$ cat config.mk
export PLATFORM = sky130hd
export DESIGN_NAME = dns_query_to_fixed_a_answer_flat
export DESIGN_NICKNAME = d
export VERILOG_FILES = /design/src/design/dqfa_pkg.sv /design/src/design/dqfa_intf.sv /design/src/design/dqfa_parser.sv /design/src/design/dqfa_emitter.sv /design/src/design/dns_query_to_fixed_a_answer.sv /design/src/flat_wrapper.sv
export VERILOG_INCLUDE_DIRS = /design/src /design/src/design
export SDC_FILE = /design/constraint.sdc
export NUM_CORES = 1
export LEC_CHECK = 0
export BUFFER_PORTS_ARGS = -buffer_cell sky130_fd_sc_hd__buf_4
export CAP_MARGIN = 10
export CORE_MARGIN = 1
export CORE_UTILIZATION = 51
export CTS_CLUSTER_SIZE = 10
export DETAILED_ROUTE_END_ITERATION = 8
export GPL_TIMING_DRIVEN = 0
export HOLD_SLACK_MARGIN = 0.03
export PLACE_DENSITY = 0.69
export RECOVER_POWER = 50
export SYNTH_ARGS = -nofsm -noshare
export SYNTH_HDL_FRONTEND = slang
export SYNTH_SLANG_ARGS = --single-unit
export TNS_END_PERCENT = 5
$ cat constraint.sdc
create_clock -name clk -period 5 [get_ports clk]
set_input_delay 0.5 -clock clk [delete_from_list [all_inputs] [get_ports clk]]
set_output_delay 0.5 -clock clk [all_outputs]
set_load 0.02 [all_outputs]
$ cat src/design/assert_macros.svh
// assertion helpers shared by the dns responder modules
// expects signals named clk and rst_n in the module that uses them
`ifndef ASSERT_MACROS_SVH
`define ASSERT_MACROS_SVH

// condition must hold whenever the trigger holds, same edge
`define ASSERT_SAME(label, trig, cond, msg) \
  label: assert property (@(posedge clk) disable iff (!rst_n) (trig) |-> (cond)) \
    else $error(msg);

// condition must hold on the edge after the trigger
`define ASSERT_NEXT(label, trig, cond, msg) \
  label: assert property (@(posedge clk) disable iff (!rst_n) (trig) |=> (cond)) \
    else $error(msg);

`endif

$ cat src/design/dqfa_pkg.sv
// shared types, constants and the answer table of the dns a-record responder
// no dependencies
`default_nettype none

package dqfa_pkg;

  localparam int MAX_PAYLOAD_DEF = 512;
  localparam int HEADER_LEN      = 12;

  // header byte positions that get rewritten or inspected
  localparam int POS_FLAGS_HI = 2;
  localparam int POS_FLAGS_LO = 3;
  localparam int POS_QD_HI    = 4;
  localparam int POS_QD_LO    = 5;
  localparam int POS_AN_HI    = 6;
  localparam int POS_AN_LO    = 7;
  localparam int POS_NS_HI    = 8;

  localparam logic [7:0] FLAGS_HI_BYTE = 8'h81;
  localparam logic [7:0] FLAGS_LO_BYTE = 8'h80;
  localparam logic [7:0] ANSWER_COUNT  = 8'h01;

  // type and class follow the name terminator
  localparam int QTAIL_LEN = 5;

  localparam int ANSWER_LEN = 16;
  localparam logic [3:0] ANSWER_LAST_IDX = 4'(ANSWER_LEN - 1);

  // one parsed item handed from parser to emitter
  typedef struct packed {
    logic       echo;
    logic [7:0] data;
    logic       is_last;
    logic       drop;
  } desc_t;

  // byte of the appended answer record at a given index
  function automatic logic [7:0] answer_byte(input logic [3:0] idx,
                                             input logic [31:0] addr);
    logic [7:0] b;
    case (idx)
      4'd0:    b = 8'hC0;
      4'd1:    b = 8'h0C;
      4'd2:    b = 8'h00;
      4'd3:    b = 8'h01;
      4'd4:    b = 8'h00;
      4'd5:    b = 8'h01;
      4'd6:    b = 8'h00;
      4'd7:    b = 8'h00;
      4'd8:    b = 8'h00;
      4'd9:    b = 8'h3C;
      4'd10:   b = 8'h00;
      4'd11:   b = 8'h04;
      4'd12:   b = addr[31:24];
      4'd13:   b = addr[23:16];
      4'd14:   b = addr[15:8];
      4'd15:   b = addr[7:0];
      default: b = 8'h00;
    endcase
    return b;
  endfunction

endpackage

`default_nettype wire

$ cat src/design/dqfa_intf.sv
// channel interfaces of the dns responder: query bytes, reply bytes, config
// no dependencies
`default_nettype none

interface dqfa_in_if;
  logic       valid;
  logic       ready;
  logic [7:0] in_byte;
  logic       in_last;
  modport source (output valid, output in_byte, output in_last, input ready);
  modport sink   (input valid, input in_byte, input in_last, output ready);
endinterface

interface dqfa_out_if;
  logic       valid;
  logic       ready;
  logic [7:0] out_byte;
  logic       out_last;
  logic       drop;
  modport source (output valid, output out_byte, output out_last, output drop,
                  input ready);
  modport sink   (input valid, input out_byte, input out_last, input drop,
                  output ready);
endinterface

interface dqfa_cfg_if;
  logic        valid;
  logic        ready;
  logic [31:0] answer_address;
  modport source (output valid, output answer_address, input ready);
  modport sink   (input valid, input answer_address, output ready);
endinterface

`default_nettype wire

$ cat src/design/dqfa_parser.sv
// per-byte query parser: header rewrite, label walk, drop decision
// depends on dqfa_pkg, dqfa_intf.sv and assert_macros.svh
`default_nettype none
`include "assert_macros.svh"

module dqfa_parser #(
  parameter int MAX_PAYLOAD = dqfa_pkg::MAX_PAYLOAD_DEF
) (
  input  wire logic          clk,
  input  wire logic          rst_n,
  dqfa_in_if.sink            in_ch,
  output dqfa_pkg::desc_t    desc,
  output logic               desc_valid,
  input  wire logic          desc_take
);
  import dqfa_pkg::*;

  localparam int POS_W = $clog2(MAX_PAYLOAD + 2);
  localparam int SUM_W = $clog2(MAX_PAYLOAD + 257);
  localparam logic [POS_W-1:0] MAX_POS  = POS_W'(MAX_PAYLOAD);
  localparam logic [SUM_W-1:0] MAX_SUM  = SUM_W'(MAX_PAYLOAD);
  localparam logic [SUM_W-1:0] QEND_SAT = SUM_W'(MAX_PAYLOAD + 1);
  localparam logic [POS_W-1:0] HDR_POS  = POS_W'(HEADER_LEN);

  logic [POS_W-1:0] pos_r, pos_nxt;
  logic [POS_W-1:0] nlp_r, nlp_nxt;
  logic             name_ended_r, name_ended_nxt;
  logic [POS_W-1:0] qend_r, qend_nxt;
  logic             qcn_r, qcn_nxt;
  logic             desc_valid_r, desc_valid_nxt;
  desc_t            desc_r, desc_nxt;

  logic             accept;
  logic             echo;
  logic [7:0]       eb;
  logic             dropit;
  logic [SUM_W-1:0] label_sum;
  logic [SUM_W-1:0] qend_sum;

  assign in_ch.ready = !desc_valid_r || desc_take;
  assign accept      = in_ch.valid && in_ch.ready;
  assign desc        = desc_r;
  assign desc_valid  = desc_valid_r;

  assign label_sum = SUM_W'(pos_r) + SUM_W'(in_ch.in_byte) + SUM_W'(1);
  assign qend_sum  = SUM_W'(pos_r) + SUM_W'(QTAIL_LEN);

  // byte classification and state update for the offered item
  always_comb begin
    pos_nxt        = pos_r;
    nlp_nxt        = nlp_r;
    name_ended_nxt = name_ended_r;
    qend_nxt       = qend_r;
    qcn_nxt        = qcn_r;
    echo           = 1'b0;
    eb             = in_ch.in_byte;
    if (pos_r < MAX_POS) begin
      if (pos_r < HDR_POS) begin
        echo = 1'b1;
        if (pos_r == POS_W'(POS_FLAGS_HI)) begin
          eb = FLAGS_HI_BYTE;
        end else if (pos_r == POS_W'(POS_FLAGS_LO)) begin
          eb = FLAGS_LO_BYTE;
        end else if (pos_r == POS_W'(POS_QD_HI) || pos_r == POS_W'(POS_QD_LO)) begin
          if (in_ch.in_byte != 8'h00) qcn_nxt = 1'b1;
        end else if (pos_r == POS_W'(POS_AN_HI)) begin
          eb = 8'h00;
        end else if (pos_r == POS_W'(POS_AN_LO)) begin
          eb = ANSWER_COUNT;
        end else if (pos_r >= POS_W'(POS_NS_HI)) begin
          eb = 8'h00;
        end
      end else if (!name_ended_r) begin
        echo = 1'b1;
        if (pos_r == nlp_r) begin
          if (in_ch.in_byte == 8'h00) begin
            name_ended_nxt = 1'b1;
            qend_nxt = (qend_sum > QEND_SAT) ? POS_W'(QEND_SAT) : POS_W'(qend_sum);
          end else begin
            nlp_nxt = (label_sum > MAX_SUM) ? MAX_POS : POS_W'(label_sum);
          end
        end
      end else if (pos_r < qend_r) begin
        echo = 1'b1;
      end
      pos_nxt = pos_r + POS_W'(1);
    end
    dropit = (pos_nxt < HDR_POS) || !qcn_nxt || !name_ended_nxt || (qend_nxt > pos_nxt);
  end

  // descriptor slot toward the emitter
  always_comb begin
    desc_valid_nxt = desc_valid_r;
    desc_nxt       = desc_r;
    if (desc_take) desc_valid_nxt = 1'b0;
    if (accept) begin
      desc_valid_nxt   = in_ch.in_last || echo;
      desc_nxt.echo    = echo;
      desc_nxt.data    = (in_ch.in_last && dropit) ? 8'h00 : eb;
      desc_nxt.is_last = in_ch.in_last;
      desc_nxt.drop    = in_ch.in_last && dropit;
    end
  end

  // packet state, cleared after each final byte
  always_ff @(posedge clk) begin
    if (!rst_n) begin
      pos_r        <= '0;
      nlp_r        <= HDR_POS;
      name_ended_r <= 1'b0;
      qend_r       <= '0;
      qcn_r        <= 1'b0;
      desc_valid_r <= 1'b0;
    end else begin
      desc_valid_r <= desc_valid_nxt;
      if (accept) begin
        if (in_ch.in_last) begin
          pos_r        <= '0;
          nlp_r        <= HDR_POS;
          name_ended_r <= 1'b0;
          qend_r       <= '0;
          qcn_r        <= 1'b0;
        end else begin
          pos_r        <= pos_nxt;
          nlp_r        <= nlp_nxt;
          name_ended_r <= name_ended_nxt;
          qend_r       <= qend_nxt;
          qcn_r        <= qcn_nxt;
        end
      end
    end
  end

  always_ff @(posedge clk) begin
    desc_r <= desc_nxt;
  end

  // non-final descriptors only exist for echoed bytes
  `ASSERT_SAME(a_desc_echo, desc_valid_r && !desc_r.is_last, desc_r.echo,
               "parser queued a non-final item that is not echoed")
  // final byte resets the packet position
  `ASSERT_NEXT(a_last_clears, accept && in_ch.in_last, pos_r == '0,
               "byte position not cleared after final byte")

endmodule

`default_nettype wire

$ cat src/design/dqfa_emitter.sv
// reply emitter: output register and 16-byte answer sequencer
// depends on dqfa_pkg, dqfa_intf.sv and assert_macros.svh
`default_nettype none
`include "assert_macros.svh"

module dqfa_emitter (
  input  wire logic              clk,
  input  wire logic              rst_n,
  input  wire dqfa_pkg::desc_t   desc,
  input  wire logic              desc_valid,
  output logic                   desc_take,
  input  wire logic [31:0]       answer_address,
  dqfa_out_if.source             out_ch
);
  import dqfa_pkg::*;

  logic       out_valid_r, out_valid_nxt;
  logic [7:0] out_byte_r, out_byte_nxt;
  logic       out_last_r, out_last_nxt;
  logic       out_drop_r, out_drop_nxt;
  logic       seq_active_r, seq_active_nxt;
  logic [3:0] cnt_r, cnt_nxt;
  logic       out_free;

  assign out_free  = !out_valid_r || out_ch.ready;
  assign desc_take = !seq_active_r && desc_valid && out_free;

  assign out_ch.valid    = out_valid_r;
  assign out_ch.out_byte = out_byte_r;
  assign out_ch.out_last = out_last_r;
  assign out_ch.drop     = out_drop_r;

  // pick the next reply item: answer byte, echoed byte or drop marker
  always_comb begin
    out_valid_nxt  = out_valid_r;
    out_byte_nxt   = out_byte_r;
    out_last_nxt   = out_last_r;
    out_drop_nxt   = out_drop_r;
    seq_active_nxt = seq_active_r;
    cnt_nxt        = cnt_r;
    if (out_free) begin
      out_valid_nxt = 1'b0;
      if (seq_active_r) begin
        out_valid_nxt = 1'b1;
        out_byte_nxt  = answer_byte(cnt_r, answer_address);
        out_last_nxt  = (cnt_r == ANSWER_LAST_IDX);
        out_drop_nxt  = 1'b0;
        cnt_nxt       = cnt_r + 4'd1;
        if (cnt_r == ANSWER_LAST_IDX) seq_active_nxt = 1'b0;
      end else if (desc_valid) begin
        out_valid_nxt = 1'b1;
        out_drop_nxt  = 1'b0;
        out_last_nxt  = 1'b0;
        out_byte_nxt  = desc.data;
        if (desc.is_last && desc.drop) begin
          out_byte_nxt = 8'h00;
          out_last_nxt = 1'b1;
          out_drop_nxt = 1'b1;
        end else if (desc.is_last) begin
          seq_active_nxt = 1'b1;
          if (desc.echo) begin
            cnt_nxt = 4'd0;
          end else begin
            out_byte_nxt = answer_byte(4'd0, answer_address);
            cnt_nxt      = 4'd1;
          end
        end
      end
    end
  end

  always_ff @(posedge clk) begin
    if (!rst_n) begin
      out_valid_r  <= 1'b0;
      seq_active_r <= 1'b0;
      cnt_r        <= 4'd0;
    end else begin
      out_valid_r  <= out_valid_nxt;
      seq_active_r <= seq_active_nxt;
      cnt_r        <= cnt_nxt;
    end
  end

  always_ff @(posedge clk) begin
    out_byte_r <= out_byte_nxt;
    out_last_r <= out_last_nxt;
    out_drop_r <= out_drop_nxt;
  end

  // a drop marker always closes the packet
  `ASSERT_SAME(a_drop_last, out_valid_r && out_drop_r, out_last_r,
               "drop marker without last flag")
  // the last answer byte ends the sequencer
  `ASSERT_SAME(a_last_idle, out_valid_r && out_last_r && !out_drop_r, !seq_active_r,
               "answer sequence still running after last byte")

endmodule

`default_nettype wire

$ cat src/design/dns_query_to_fixed_a_answer.sv
// top level of the dns responder that answers every query with one a record
// depends on dqfa_pkg, dqfa_intf.sv, dqfa_parser and dqfa_emitter
`default_nettype none

// Query bytes are taken one per clock while the reply side keeps up and no
// answer record is being sent; each byte passes the parser's position
// compare and label add into a one-item descriptor register and then the
// emitter's output register. The final byte of a good packet makes the
// emitter send its echo, if any, and then the 16-byte answer record
// through its single output register; the input is held off once the
// descriptor register fills. A dropped packet ends with one marker item.
// The answer address is read live from the config register at emit time.
module dns_query_to_fixed_a_answer #(
  parameter int MAX_PAYLOAD = dqfa_pkg::MAX_PAYLOAD_DEF
) (
  input  wire logic  clk,
  input  wire logic  rst_n,
  dqfa_in_if.sink    in_ch,
  dqfa_out_if.source out_ch,
  dqfa_cfg_if.sink   cfg_ch
);
  import dqfa_pkg::*;

  desc_t       desc;
  logic        desc_valid;
  logic        desc_take;
  logic [31:0] answer_address_r;

  // config register, always ready
  assign cfg_ch.ready = 1'b1;

  always_ff @(posedge clk) begin
    if (!rst_n) begin
      answer_address_r <= 32'h0;
    end else if (cfg_ch.valid) begin
      answer_address_r <= cfg_ch.answer_address;
    end
  end

  dqfa_parser #(
    .MAX_PAYLOAD (MAX_PAYLOAD)
  ) u_parser (
    .clk        (clk),
    .rst_n      (rst_n),
    .in_ch      (in_ch),
    .desc       (desc),
    .desc_valid (desc_valid),
    .desc_take  (desc_take)
  );

  dqfa_emitter u_emitter (
    .clk            (clk),
    .rst_n          (rst_n),
    .desc           (desc),
    .desc_valid     (desc_valid),
    .desc_take      (desc_take),
    .answer_address (answer_address_r),
    .out_ch         (out_ch)
  );

endmodule

`default_nettype wire

$ cat src/flat_wrapper.sv
// flat-port wrapper written by rule: the top's interface ports become plain ports
module dns_query_to_fixed_a_answer_flat import dqfa_pkg::*;
#(
  parameter int MAX_PAYLOAD = dqfa_pkg::MAX_PAYLOAD_DEF
)
  (clk, rst_n, in_ch_valid, in_ch_in_byte, in_ch_in_last, in_ch_ready, out_ch_valid, out_ch_out_byte, out_ch_out_last, out_ch_drop, out_ch_ready, cfg_ch_valid, cfg_ch_answer_address, cfg_ch_ready);
  dqfa_in_if in_ch_i ();
  dqfa_out_if out_ch_i ();
  dqfa_cfg_if cfg_ch_i ();
  input  wire logic clk;
  input  wire logic rst_n;
  input wire logic [$bits(in_ch_i.valid)-1:0] in_ch_valid;
  input wire logic [$bits(in_ch_i.in_byte)-1:0] in_ch_in_byte;
  input wire logic [$bits(in_ch_i.in_last)-1:0] in_ch_in_last;
  output wire logic [$bits(in_ch_i.ready)-1:0] in_ch_ready;
  output wire logic [$bits(out_ch_i.valid)-1:0] out_ch_valid;
  output wire logic [$bits(out_ch_i.out_byte)-1:0] out_ch_out_byte;
  output wire logic [$bits(out_ch_i.out_last)-1:0] out_ch_out_last;
  output wire logic [$bits(out_ch_i.drop)-1:0] out_ch_drop;
  input wire logic [$bits(out_ch_i.ready)-1:0] out_ch_ready;
  input wire logic [$bits(cfg_ch_i.valid)-1:0] cfg_ch_valid;
  input wire logic [$bits(cfg_ch_i.answer_address)-1:0] cfg_ch_answer_address;
  output wire logic [$bits(cfg_ch_i.ready)-1:0] cfg_ch_ready;
  assign in_ch_i.valid = in_ch_valid;
  assign in_ch_i.in_byte = in_ch_in_byte;
  assign in_ch_i.in_last = in_ch_in_last;
  assign in_ch_ready = in_ch_i.ready;
  assign out_ch_valid = out_ch_i.valid;
  assign out_ch_out_byte = out_ch_i.out_byte;
  assign out_ch_out_last = out_ch_i.out_last;
  assign out_ch_drop = out_ch_i.drop;
  assign out_ch_i.ready = out_ch_ready;
  assign cfg_ch_i.valid = cfg_ch_valid;
  assign cfg_ch_i.answer_address = cfg_ch_answer_address;
  assign cfg_ch_ready = cfg_ch_i.ready;
  dns_query_to_fixed_a_answer #(.MAX_PAYLOAD(MAX_PAYLOAD)) u_core (.clk(clk), .rst_n(rst_n), .in_ch(in_ch_i), .out_ch(out_ch_i), .cfg_ch(cfg_ch_i));
endmodule
==> results of run 1 <==
==> registers in the layout, indices dropped and copies added (netlist names), 4 cells and up <==
signal	count
u_core.answer_address_r	32
u_core.u_parser.desc	11
u_core.u_parser.nlp_r	10
u_core.u_parser.pos_r	10
u_core.u_parser.qend_r	10
u_core.u_emitter.out_ch.out_byte	8
u_core.u_emitter.cnt_r	4
==> final timing paths <==
path | endpoint | slack, ps
worst max register to register | u_core.u_parser.desc[9] | 450
worst min register to register | u_core.u_parser.qend_r[3] | 490
worst min-delay path | u_core.answer_address_r[22] | 360
worst max-delay path | u_core.u_parser.desc[9] | 450
==> kinds of logic (layout without fill, tap and decap cells) <==
kind of cell	count (synthesis)	after routing	synth area share (%)
AOI/OAI and AO/OA	149	149	18.3
muxes	38	38	6.68
buffers and inverters	65	137	4.62
and+or+nand+nor	224	224	20.9
other	1	1	0.0656
DFF	92	92	35.9
adders and majority gates	37	37	8.23
xor gates and xnor gates	35	35	5.36
==> final cells by class <==
class / count / area (µm²) / area share [%]
Multi-Input combinational cell: 484 / 3400 / 52.6
Sequential cell: 92 / 2050 / 31.7
Timing Repair Buffer: 56 / 372 / 5.75
Tap cell: 140 / 175 / 2.71
Buffer: 38 / 163 / 2.52
Clock buffer: 11 / 141 / 2.19
Inverter: 27 / 101 / 1.57
Clock inverter: 5 / 60.1 / 0.929
==> tightest hold or removal path, stage by stage <==
cell and delay [ps]:
sky130_fd_sc_hd__buf_4 80, sky130_fd_sc_hd__mux2i_1 50, sky130_fd_sc_hd__nor2b_1 90
==> placed cells by master, fill, tap and decap left out, types with 5 or more instances in the layout <==
cell type	synthesis	routed
sky130_fd_sc_hd__xor2_1	14	14
sky130_fd_sc_hd__nor3_1	12	12
sky130_fd_sc_hd__buf_2	7	7
sky130_fd_sc_hd__clkbuf_8	0	10
sky130_fd_sc_hd__ha_1	36	36
sky130_fd_sc_hd__o22ai_1	5	5
sky130_fd_sc_hd__a21o_1	7	7
sky130_fd_sc_hd__nand4_1	5	5
sky130_fd_sc_hd__and2_1	16	16
sky130_fd_sc_hd__o21a_1	11	11
sky130_fd_sc_hd__buf_4	1	44
sky130_fd_sc_hd__nand2_1	55	55
sky130_fd_sc_hd__nand2b_1	7	7
sky130_fd_sc_hd__o21ai_0	34	35
sky130_fd_sc_hd__o21ai_1	6	5
sky130_fd_sc_hd__edfxtp_1	21	21
sky130_fd_sc_hd__nor2b_1	51	51
sky130_fd_sc_hd__o31ai_1	7	7
sky130_fd_sc_hd__inv_1	26	27
sky130_fd_sc_hd__mux2i_1	37	37
sky130_fd_sc_hd__a21oi_1	19	19
sky130_fd_sc_hd__o2bb2ai_1	7	7
sky130_fd_sc_hd__xnor2_1	21	21
sky130_fd_sc_hd__clkbuf_1	23	41
sky130_fd_sc_hd__dfxtp_1	71	71
sky130_fd_sc_hd__nand3_1	20	20
sky130_fd_sc_hd__a22o_1	5	5
sky130_fd_sc_hd__nor2_1	34	34
==> per-layer routing <==
metal,vias up,part of all wire (%)
met5,-,0
met4,0,3.2
met3,33,5.4
met2,162,49
met1,2371,43
li1,2421,-
==> power groups by stage <==
stage / clock network (mW) / registers, mW / logic, mW
after detailed placement: 0 / 0.822 / 0.183
after CTS: 0.543 / 0.805 / 0.183
after floorplan: 0 / 0.826 / 0.101
after global placement: 0 / 0.821 / 0.179
after global routing: 0.574 / 0.808 / 0.195
final: 0.539 / 0.805 / 0.177
==> stage by stage <==
step,std cells,power [mW],utilization [%]
after global placement,837,1.00,58.0
after global routing,853,1.58,59.4
after detailed placement,837,1.00,58.0
after CTS,853,1.53,59.8
after floorplan,641,0.927,-
final,853,1.52,59.4
==> results.txt, run 1 <==
outcome: completed
clock transition time at the flip-flop clock pins of the worst setup and hold paths: 110 ps
Placer Congestion: 0.941
clock tree from TritonCTS: yes
global-route usage over all layers: 27.6%
number of port buffers: 56
Clock Root Buffer: sky130_fd_sc_hd__clkbuf_8
Die Area: 11600 µm²
vias in the first global route: 4782
remaining antenna violation count: 0
gate count of the mapped netlist: 641
crit-path max cell delay: 490 ps
number of DRC violations after detailed-routing iteration 0: 397
die height: 108 µm
number of diodes: 0
antenna violations before repair: 0
count of distinct cell types in the synthesized netlist: 71
GRT Residual Overflow: 0
synthesis-to-finish area growth: 13.1%
worst endpoint data arrival time: 4750 ps
proportion of power drawn by the clock network: 35.4%
number of buffers created by CTS: 9
highest achievable clock rate: 0.220 GHz
shortest period the worst path allows: 4550 ps
total non-filler cell area in the finished layout: 6460 µm²
cell repeated most along the worst path: sky130_fd_sc_hd__o31ai_1
fraction of post-synthesis cell area in the top cell type by area: 24.9%
final-stage net count: 791
vias per std cell: 5.85
number of max-slew violations in the final report: 0
sequential-to-total area share from yosys stat: 35.9%
Hold Crit Class: in2reg
CP Data Required Time: 5200 ps
cell taking the most area after synthesis: sky130_fd_sc_hd__dfxtp_1
overall die width: 108 µm
number of inserted filler cells in the final layout: 1000
Post-Syn Area per Cell: 8.92 µm²
share of the cycle needed by the critical path after routing: 91.0%
quantity of gates resized following cts: 0
count of standard-cell rows: 38
maximum VDD drop: 175 µV
cell leakage power: 2.48 nW
Clock Sinks: 92
source-to-sink clock delay at the later pin of the worst-skew pair: 400 ps
main area contributors after synthesis: sky130_fd_sc_hd__dfxtp_1 25%, sky130_fd_sc_hd__edfxtp_1 11%, sky130_fd_sc_hd__ha_1 7.9%, sky130_fd_sc_hd__mux2i_1 6.5%, sky130_fd_sc_hd__nor2b_1 5.6%
worst clock skew on the final layout: 18.2 ps
switch share: 26.6%
depth of the worst register-to-register path: 15
setup slack after placement: 486 ps
P_int: 1.12 mW
sequential share of power: 52.9%
detail-routed net length per standard cell: 17.9 µm
source of the worst register-to-register timing path: u_core.u_parser.pos_r[1]
pwr dens: 235 nW/µm²
Setup Viol. Count Final: 0
post-synthesis register bit count: 92
combinational cell fraction of total power: 11.6%
Floorplan Core Area: 10900 µm²
Synth Flop Type: sky130_fd_sc_hd__dfxtp_1
fraction of final layout cells sized beyond drive strength 1: 11.1%
GR Layer Usage met2: 47.3%
delay-heaviest family, CP: compound AO/OA/AOI/OAI gates
global routing's busiest layer: met2
critical path depth: 15
met3 Use GR: 5.81%
net count after synthesis: 724
Routed WL: 15300 µm
H-tree depth reported by CTS: 3
count of buffering cells on the critical path with inverters included: 1
WS Path Type: reg2reg
Ports: 59
CTS Hold Bufs: 0
Clock Path Buffers: 2
share of synthesized flip-flops with an asynchronous set or reset: 0%
synth cell count leaders: 71 x sky130_fd_sc_hd__dfxtp_1, 55 x sky130_fd_sc_hd__nand2_1, 51 x sky130_fd_sc_hd__nor2b_1
first-pass GRT wire length: 24200 µm
met1 layer usage reported by global route: 33.3%
placed inst area: 6310 µm²
combined area of all synthesized cells: 5720 µm²
cell with the largest stage delay on the worst path: sky130_fd_sc_hd__dfxtp_1
vias: 4987
fin worst setup slack: 449 ps
headroom to the max-slew limit: 45.1%
power spent charging and discharging nets: 0.405 mW
launch instance of the worst min-delay path: cfg_ch_answer_address[22]
pin count of the biggest net entering global routing: 17
count of max-cap constraint violations: 0
number of hold violations in the final report: 0
CP cell instances: clkbuf_1 > a21oi_1 > nor3_1 > and3_1 > xnor2_1 > a21oi_2 > o31ai_1 > ha_1 > nor2b_1 > o21bai_1 > a31oi_1 > o31ai_1 > o41ai_1 > o21a_1 > a311oi_1
number of iterations in the first detailed-routing pass: 7
effective utilization at floorplan: 52.5%
post-detailed-route DRC marker count: 0
Hold Path Stages: 3
RSZ-0062 raised after global routing: false
maximum net fanout on the critical path: 9
most common cell in the synthesized netlist: sky130_fd_sc_hd__dfxtp_1
Slew @ Worst Pin: 820 ps
CP Launch Point: u_core.u_parser.pos_r[1]
nature of the critical path startpoint: register
aggregate negative setup slack: 0 ps
post-CTS repair timing setup buffer count: 0
Hold Worst Slack: 359 ps
placed wire-length estimate after detailed placement: 11700 µm
Syn. warnings: 0
CP endpoint kind: register
Post-synth EDFFs: 21
(Power assumes the default switching activity.)
==> run 2: changes to the inputs <==
SYNTH_HIERARCHICAL = 1   (was default)
==> results.txt, run 2 <==
Slew @ Worst Pin: 928 ps
Ports: 59
antenna violations before repair: 0
aggregate negative setup slack: 0 ps
synth cell count leaders: 71 x sky130_fd_sc_hd__dfxtp_1, 49 x sky130_fd_sc_hd__nand2_1, 44 x sky130_fd_sc_hd__nor2b_1
most common cell after layout, fill and taps aside: sky130_fd_sc_hd__dfxtp_1
cell leakage power: 2.67 nW
worst clock skew on the final layout: 6.49 ps
end point of the most critical hold path: u_core/u_parser/desc[1]
outcome: completed
post-synthesis register bit count: 92
remaining antenna violation count: 0
source of the worst register-to-register timing path: u_core/u_parser/pos_r[6]
Placer Congestion: 0.959
clock transition time at the flip-flop clock pins of the worst setup and hold paths: 60 ps
count of max-cap constraint violations: 0
Setup Viol. Count Final: 0
post-CTS repair timing setup buffer count: 0
highest-count cells in the layout ignoring fill and taps: 71 x sky130_fd_sc_hd__dfxtp_1, 49 x sky130_fd_sc_hd__nand2_1, 45 x sky130_fd_sc_hd__buf_4, 44 x sky130_fd_sc_hd__nor2b_1, 42 x sky130_fd_sc_hd__nor2_1
fraction of final layout cells sized beyond drive strength 1: 12.6%
endpoint of the most critical register-to-register path: u_core/u_parser/desc[8]
effective utilization at floorplan: 52.9%
shortest period the worst path allows: 4760 ps
CTS Hold Bufs: 0
vias in the first global route: 4883
depth of the worst register-to-register path: 16
number of DRC violations after detailed-routing iteration 0: 449
sequential-to-total area share from yosys stat: 35.5%
share of synthesized flip-flops with an asynchronous set or reset: 0%
power spent charging and discharging nets: 0.414 mW
pin count of the biggest net entering global routing: 19
combined area of all synthesized cells: 5780 µm²
combinational cell fraction of total power: 10.3%
post-detailed-route DRC marker count: 0
GRT Residual Overflow: 0
WS Path Type: reg2reg
RSZ-0062 raised after global routing: false
global-route usage over all layers: 28.0%
Hold Path Stages: 1
CP Data Required Time: 5150 ps
H-tree depth reported by CTS: 3
die height: 108 µm
Clock Sinks: 92
vias: 5050
register with the most flip-flops: u_core/answer_address_r
source-to-sink clock delay at the later pin of the worst-skew pair: 350 ps
highest achievable clock rate: 0.210 GHz
cell taking the most area after synthesis: sky130_fd_sc_hd__dfxtp_1
routed length on met1: 6470 µm
worst endpoint data arrival time: 4910 ps
Clock Root Buffer: sky130_fd_sc_hd__clkbuf_16
sequential share of power: 44.1%
fraction of post-synthesis cell area in the top cell type by area: 24.6%
count of standard-cell rows: 38
number of port buffers: 56
launch instance of the worst min-delay path: in_ch_in_last
number of hold violations in the final report: 0
placed wire-length estimate after detailed placement: 11900 µm
Syn. warnings: 6
maximum VDD drop: 212 µV
CP endpoint kind: register
Worst R2R Setup Slack: 240 ps
vias per std cell: 5.91
total met2 wirelength after detailed routing: 7570 µm
headroom to the max-slew limit: 37.7%
share of the cycle needed by the critical path after routing: 95.3%
nature of the critical path startpoint: register
synthesis-to-finish area growth: 15.2%
detail-routed net length per standard cell: 18.5 µm
overall die width: 108 µm
number of iterations in the first detailed-routing pass: 5
Post-synth EDFFs: 21
switch share: 22.5%
main area contributors after synthesis: sky130_fd_sc_hd__dfxtp_1 25%, sky130_fd_sc_hd__edfxtp_1 11%, sky130_fd_sc_hd__ha_1 7.8%, sky130_fd_sc_hd__mux2i_1 6.9%, sky130_fd_sc_hd__nor2b_1 4.8%
number of buffers created by CTS: 9
net count after synthesis: 726
Hold Crit Class: in2reg
P_int: 1.42 mW
clock tree from TritonCTS: yes
# placed instances: 839
number of max-slew violations in the final report: 0
quantity of gates resized following cts: 0
pwr dens: 276 nW/µm²
Routed met3 length: 1140 µm
most common cell in the synthesized netlist: sky130_fd_sc_hd__dfxtp_1
Post-Syn Area per Cell: 8.99 µm²
count of distinct cell types in the synthesized netlist: 71
gate count of the mapped netlist: 643
first-pass GRT wire length: 24600 µm
final-stage net count: 793
proportion of power drawn by the clock network: 45.6%
Synth Flop Type: sky130_fd_sc_hd__dfxtp_1
Routed WL: 15800 µm
number of diodes: 0
max reg flops: 32
Clock Path Buffers: 2
maximum net fanout on the critical path: 10
Floorplan Core Area: 10900 µm²
number of cells in the finished layout apart from fillers: 855
highest routed layer: met4
Die Area: 11800 µm²
-- run 2: changes by cell type in the layout (fill, tap and decap cells not counted), moves of 7 or more --
cell	delta
sky130_fd_sc_hd__clkbuf_16	+10
sky130_fd_sc_hd__and2_1	-10
sky130_fd_sc_hd__nor4_1	+8
sky130_fd_sc_hd__clkbuf_1	-11
sky130_fd_sc_hd__nor2_1	+8
sky130_fd_sc_hd__nor2b_1	-7
sky130_fd_sc_hd__clkbuf_8	-8
sky130_fd_sc_hd__o21a_1	-7
-- run 2: worst max-delay path: stages (launching register included) --
cell	delay (ps)
sky130_fd_sc_hd__dfxtp_1	410
sky130_fd_sc_hd__buf_6	200
sky130_fd_sc_hd__or4_4	510
sky130_fd_sc_hd__nor3_1	440
sky130_fd_sc_hd__o22a_1	340
sky130_fd_sc_hd__or4_1	140
sky130_fd_sc_hd__buf_2	150
sky130_fd_sc_hd__buf_4	180
sky130_fd_sc_hd__mux2_2	370
sky130_fd_sc_hd__ha_1	300
sky130_fd_sc_hd__o21a_1	180
sky130_fd_sc_hd__o31ai_1	80
sky130_fd_sc_hd__a2111oi_0	160
sky130_fd_sc_hd__or3_1	330
sky130_fd_sc_hd__o31a_1	330
sky130_fd_sc_hd__buf_6	150
sky130_fd_sc_hd__nor3b_1	290
-- run 2: final cells by class --
cell class                      instances  area, µm²
Buffer                                 38        205
Clock buffer                           13        282
Clock inverter                          3       90.1
Fill cell                            1004       4280
Inverter                               30        113
Multi-Input combinational cell        483       3370
Sequential cell                        92       2050
Tap cell                              140        175
Timing Repair Buffer                   56        375
-- run 2: layer usage --
| layer | GRT usage [%] | vias up |
|---|---|---|
| met5 | 0 | - |
| met3 | 5.97 | 45 |
| li1 | - | 2445 |
| met2 | 48.1 | 225 |
| met4 | 12.5 | 0 |
| met1 | 33.4 | 2335 |
-- run 2: stage by stage --
| stage | total power, mW | worst slack [ps] | hold slack (ps) | instance area, µm² | utilization (%) |
|---|---|---|---|---|---|
| final | 1.84 | 237 | 363 | 6660 | 60.9 |
| after global routing | 1.90 | 11.9 | 355 | 6660 | 60.9 |
| after CTS | 1.86 | 230 | 329 | 6750 | 61.7 |
| after detailed placement | 1.02 | 276 | 462 | 6380 | 58.3 |
| after global placement | 1.02 | 279 | 444 | 6380 | 58.3 |
| after floorplan | 0.943 | 1030 | 437 | 5780 | - |
-- run 2: power groups by stage --
stage	Combinational (mW)	Sequential [mW]	Clock [mW]
floorplan	0.111	0.832	0
global placement	0.196	0.825	0
detailed placement	0.199	0.826	0
finish	0.190	0.810	0.837
CTS	0.201	0.810	0.849
global route	0.209	0.813	0.878
-- run 2: worst max-delay path by stage --
stage | from | end | slack, ps | depth (start not counted)
floorplan | u_core/u_parser/pos_r[6] | u_core/u_parser/desc[4] | 1030 | 16
global placement | u_core/u_parser/pos_r[1] | u_core/u_parser/desc[9] | 280 | 16
detailed placement | u_core/u_parser/pos_r[1] | u_core/u_parser/desc[8] | 280 | 16
CTS | u_core/u_parser/pos_r[1] | u_core/u_parser/desc[8] | 230 | 16
global route | u_core/u_parser/pos_r[4] | u_core/u_parser/desc[8] | 10 | 15
finish | u_core/u_parser/pos_r[6] | u_core/u_parser/desc[8] | 240 | 16
-- run 2: cell families (layout without fill, tap and decap cells) --
kind of cell	Yosys count	after routing	synth area share, %
and+or+nand+nor	220	220	20.1
AOI/OAI and AO/OA	149	149	17.4
DFF	92	92	35.5
buffers and inverters	68	140	6.23
muxes	44	44	7.71
adders and majority gates	37	37	8.14
xor gates and xnor gates	32	32	4.85
other	1	1	0.0649
==> run 3: changes to the inputs <==
CORE_UTILIZATION = 43   (was 51)
PLACE_DENSITY = 0.59   (was 0.69)
==> results.txt, run 3 (synthesized netlist as in run 2, its figures left out) <==
outcome: completed
number of iterations in the first detailed-routing pass: 5
Die Area: 13900 µm²
remaining antenna violation count: 0
fin worst setup slack: 275 ps
share of the cycle needed by the critical path after routing: 94.5%
global-route usage over all layers: 24.5%
shortest period the worst path allows: 4720 ps
total non-filler cell area in the finished layout: 6650 µm²
source of the worst register-to-register timing path: u_core/u_parser/pos_r[0]
Hold Path Stages: 1
number of inserted filler cells in the final layout: 1256
CP endpoint kind: register
clock tree from TritonCTS: yes
Slew @ Worst Pin: 1020 ps
final-stage net count: 793
RSZ-0062 raised after global routing: false
clock transition time at the flip-flop clock pins of the worst setup and hold paths: 70 ps
highest-count cells in the layout ignoring fill and taps: 70 x sky130_fd_sc_hd__dfxtp_1, 49 x sky130_fd_sc_hd__nand2_1, 45 x sky130_fd_sc_hd__buf_4, 44 x sky130_fd_sc_hd__nor2b_1, 42 x sky130_fd_sc_hd__nor2_1
count of max-cap constraint violations: 0
overall die width: 118 µm
setup slack after placement: 179 ps
register with the most flip-flops: u_core/answer_address_r
worst endpoint data arrival time: 4870 ps
cell leakage power: 2.64 nW
max reg flops: 32
placed wire-length estimate after detailed placement: 12400 µm
source-to-sink clock delay at the later pin of the worst-skew pair: 350 ps
detail-routed net length per standard cell: 18.9 µm
effective utilization at floorplan: 44.9%
post-CTS repair timing setup buffer count: 0
number of DRC violations after detailed-routing iteration 0: 403
vias per std cell: 5.77
most common cell after layout, fill and taps aside: sky130_fd_sc_hd__dfxtp_1
post-detailed-route DRC marker count: 0
aggregate negative setup slack: 0 ps
worst clock skew on the final layout: 7.01 ps
GRT Residual Overflow: 0
headroom to the max-slew limit: 31.8%
die height: 118 µm
routed length on met1: 7370 µm
Clock Root Buffer: sky130_fd_sc_hd__clkbuf_16
Floorplan Core Area: 12900 µm²
H-tree depth reported by CTS: 3
number of diodes: 0
Final Util: 51.6%
endpoint of the most critical register-to-register path: u_core/u_parser/desc[9]
maximum VDD drop: 152 µV
CP cell instances: clkbuf_1 > xor2_1 > nor4_1 > nand3_1 > or4_1 > buf_2 > buf_2 > o31ai_1 > ha_1 > nor2b_1 > o31ai_1 > a2111oi_0 > or3_1 > o31a_1 > buf_6 > nor3_1
Routed met3 length: 927 µm
synthesis-to-finish area growth: 15.0%
vias: 5116
nature of the critical path startpoint: register
Setup Viol. Count Final: 0
maximum net fanout on the critical path: 10
fraction of final layout cells sized beyond drive strength 1: 13.1%
depth of the worst register-to-register path: 16
first-pass GRT wire length: 26400 µm
number of max-slew violations in the final report: 0
WS Path Type: reg2reg
vias in the first global route: 4956
total met2 wirelength after detailed routing: 7820 µm
CTS Hold Bufs: 0
Worst R2R Setup Slack: 280 ps
launch instance of the worst min-delay path: in_ch_in_last
number of port buffers: 56
Placer Congestion: 0.908
highest routed layer: met4
cell with the largest stage delay on the worst path: sky130_fd_sc_hd__or4_1
crit-path max cell delay: 530 ps
total power consumption of the routed design: 1.70 mW
placed inst area: 6420 µm²
Hold Crit Class: in2reg
highest achievable clock rate: 0.212 GHz
Ports: 59
pwr dens: 256 nW/µm²
antenna violations before repair: 0
Routed WL: 16700 µm
end point of the most critical hold path: u_core/u_parser/desc[1]
number of hold violations in the final report: 0
number of buffers created by CTS: 9
pin count of the biggest net entering global routing: 19
Clock Path Buffers: 2
count of standard-cell rows: 41
CP Data Required Time: 5150 ps
Clock Sinks: 92
run 3: timing repair:
action	4_1_cts	5_1_grt
setup endpoints to repair	0	5
gates resized for setup	0	5
hold endpoints to repair	0	0
run 3: stage by stage:
step / hold WS, ps / cells
floorplan: 437 / 643
global placement: 444 / 871
detailed placement: 467 / 871
CTS: 321 / 887
global route: 351 / 887
finish: 357 / 887
run 3: metal layers:
layer,vias up,GRT usage [%]
met5,-,0
met4,0,11.7
met3,40,4.41
met2,200,40.2
met1,2434,30.9
li1,2442,-
run 3: worst max-delay path by stage:
| stage | startpoint | to | slack, ps | cells after the start |
|---|---|---|---|---|
| final | u_core/u_parser/pos_r[0] | u_core/u_parser/desc[9] | 280 | 16 |
| after floorplan | u_core/u_parser/pos_r[6] | u_core/u_parser/desc[4] | 1030 | 16 |
| after CTS | u_core/u_parser/pos_r[1] | u_core/u_parser/desc[8] | 140 | 16 |
| after detailed placement | u_core/u_parser/pos_r[1] | u_core/u_parser/desc[8] | 180 | 16 |
| after global routing | u_core/u_parser/pos_r[0] | u_core/u_parser/desc[8] | 30 | 16 |
| after global placement | u_core/u_parser/pos_r[1] | u_core/u_parser/desc[8] | 230 | 16 |
run 3: layout make-up:
cell class              count  area [µm²]  area share, %
plain buffers              38         205           3.09
clock inverters             4        30.0          0.452
multi-input cells         483        3380           50.8
clock buffers              12         278           4.18
repair buffers             56         375           5.65
well taps                 172         215           3.24
inverters                  30         113           1.69
flip-flops and latches     92        2050           30.9
run 3: where the power goes:
part	switching, mW	internal (mW)
Sequential	0.0151	0.795
Clock	0.307	0.396
Combinational	0.110	0.0816
Total	0.432	1.27
run 3: critical path: cells and delay by family (launching register included):
kind	cells	cell delay (ps)
and+or+nand+nor	6	1700
AOI/OAI and AO/OA	4	1010
buffers and inverters	4	980
DFF	1	390
adders and majority gates	1	300
xor gates and xnor gates	1	140
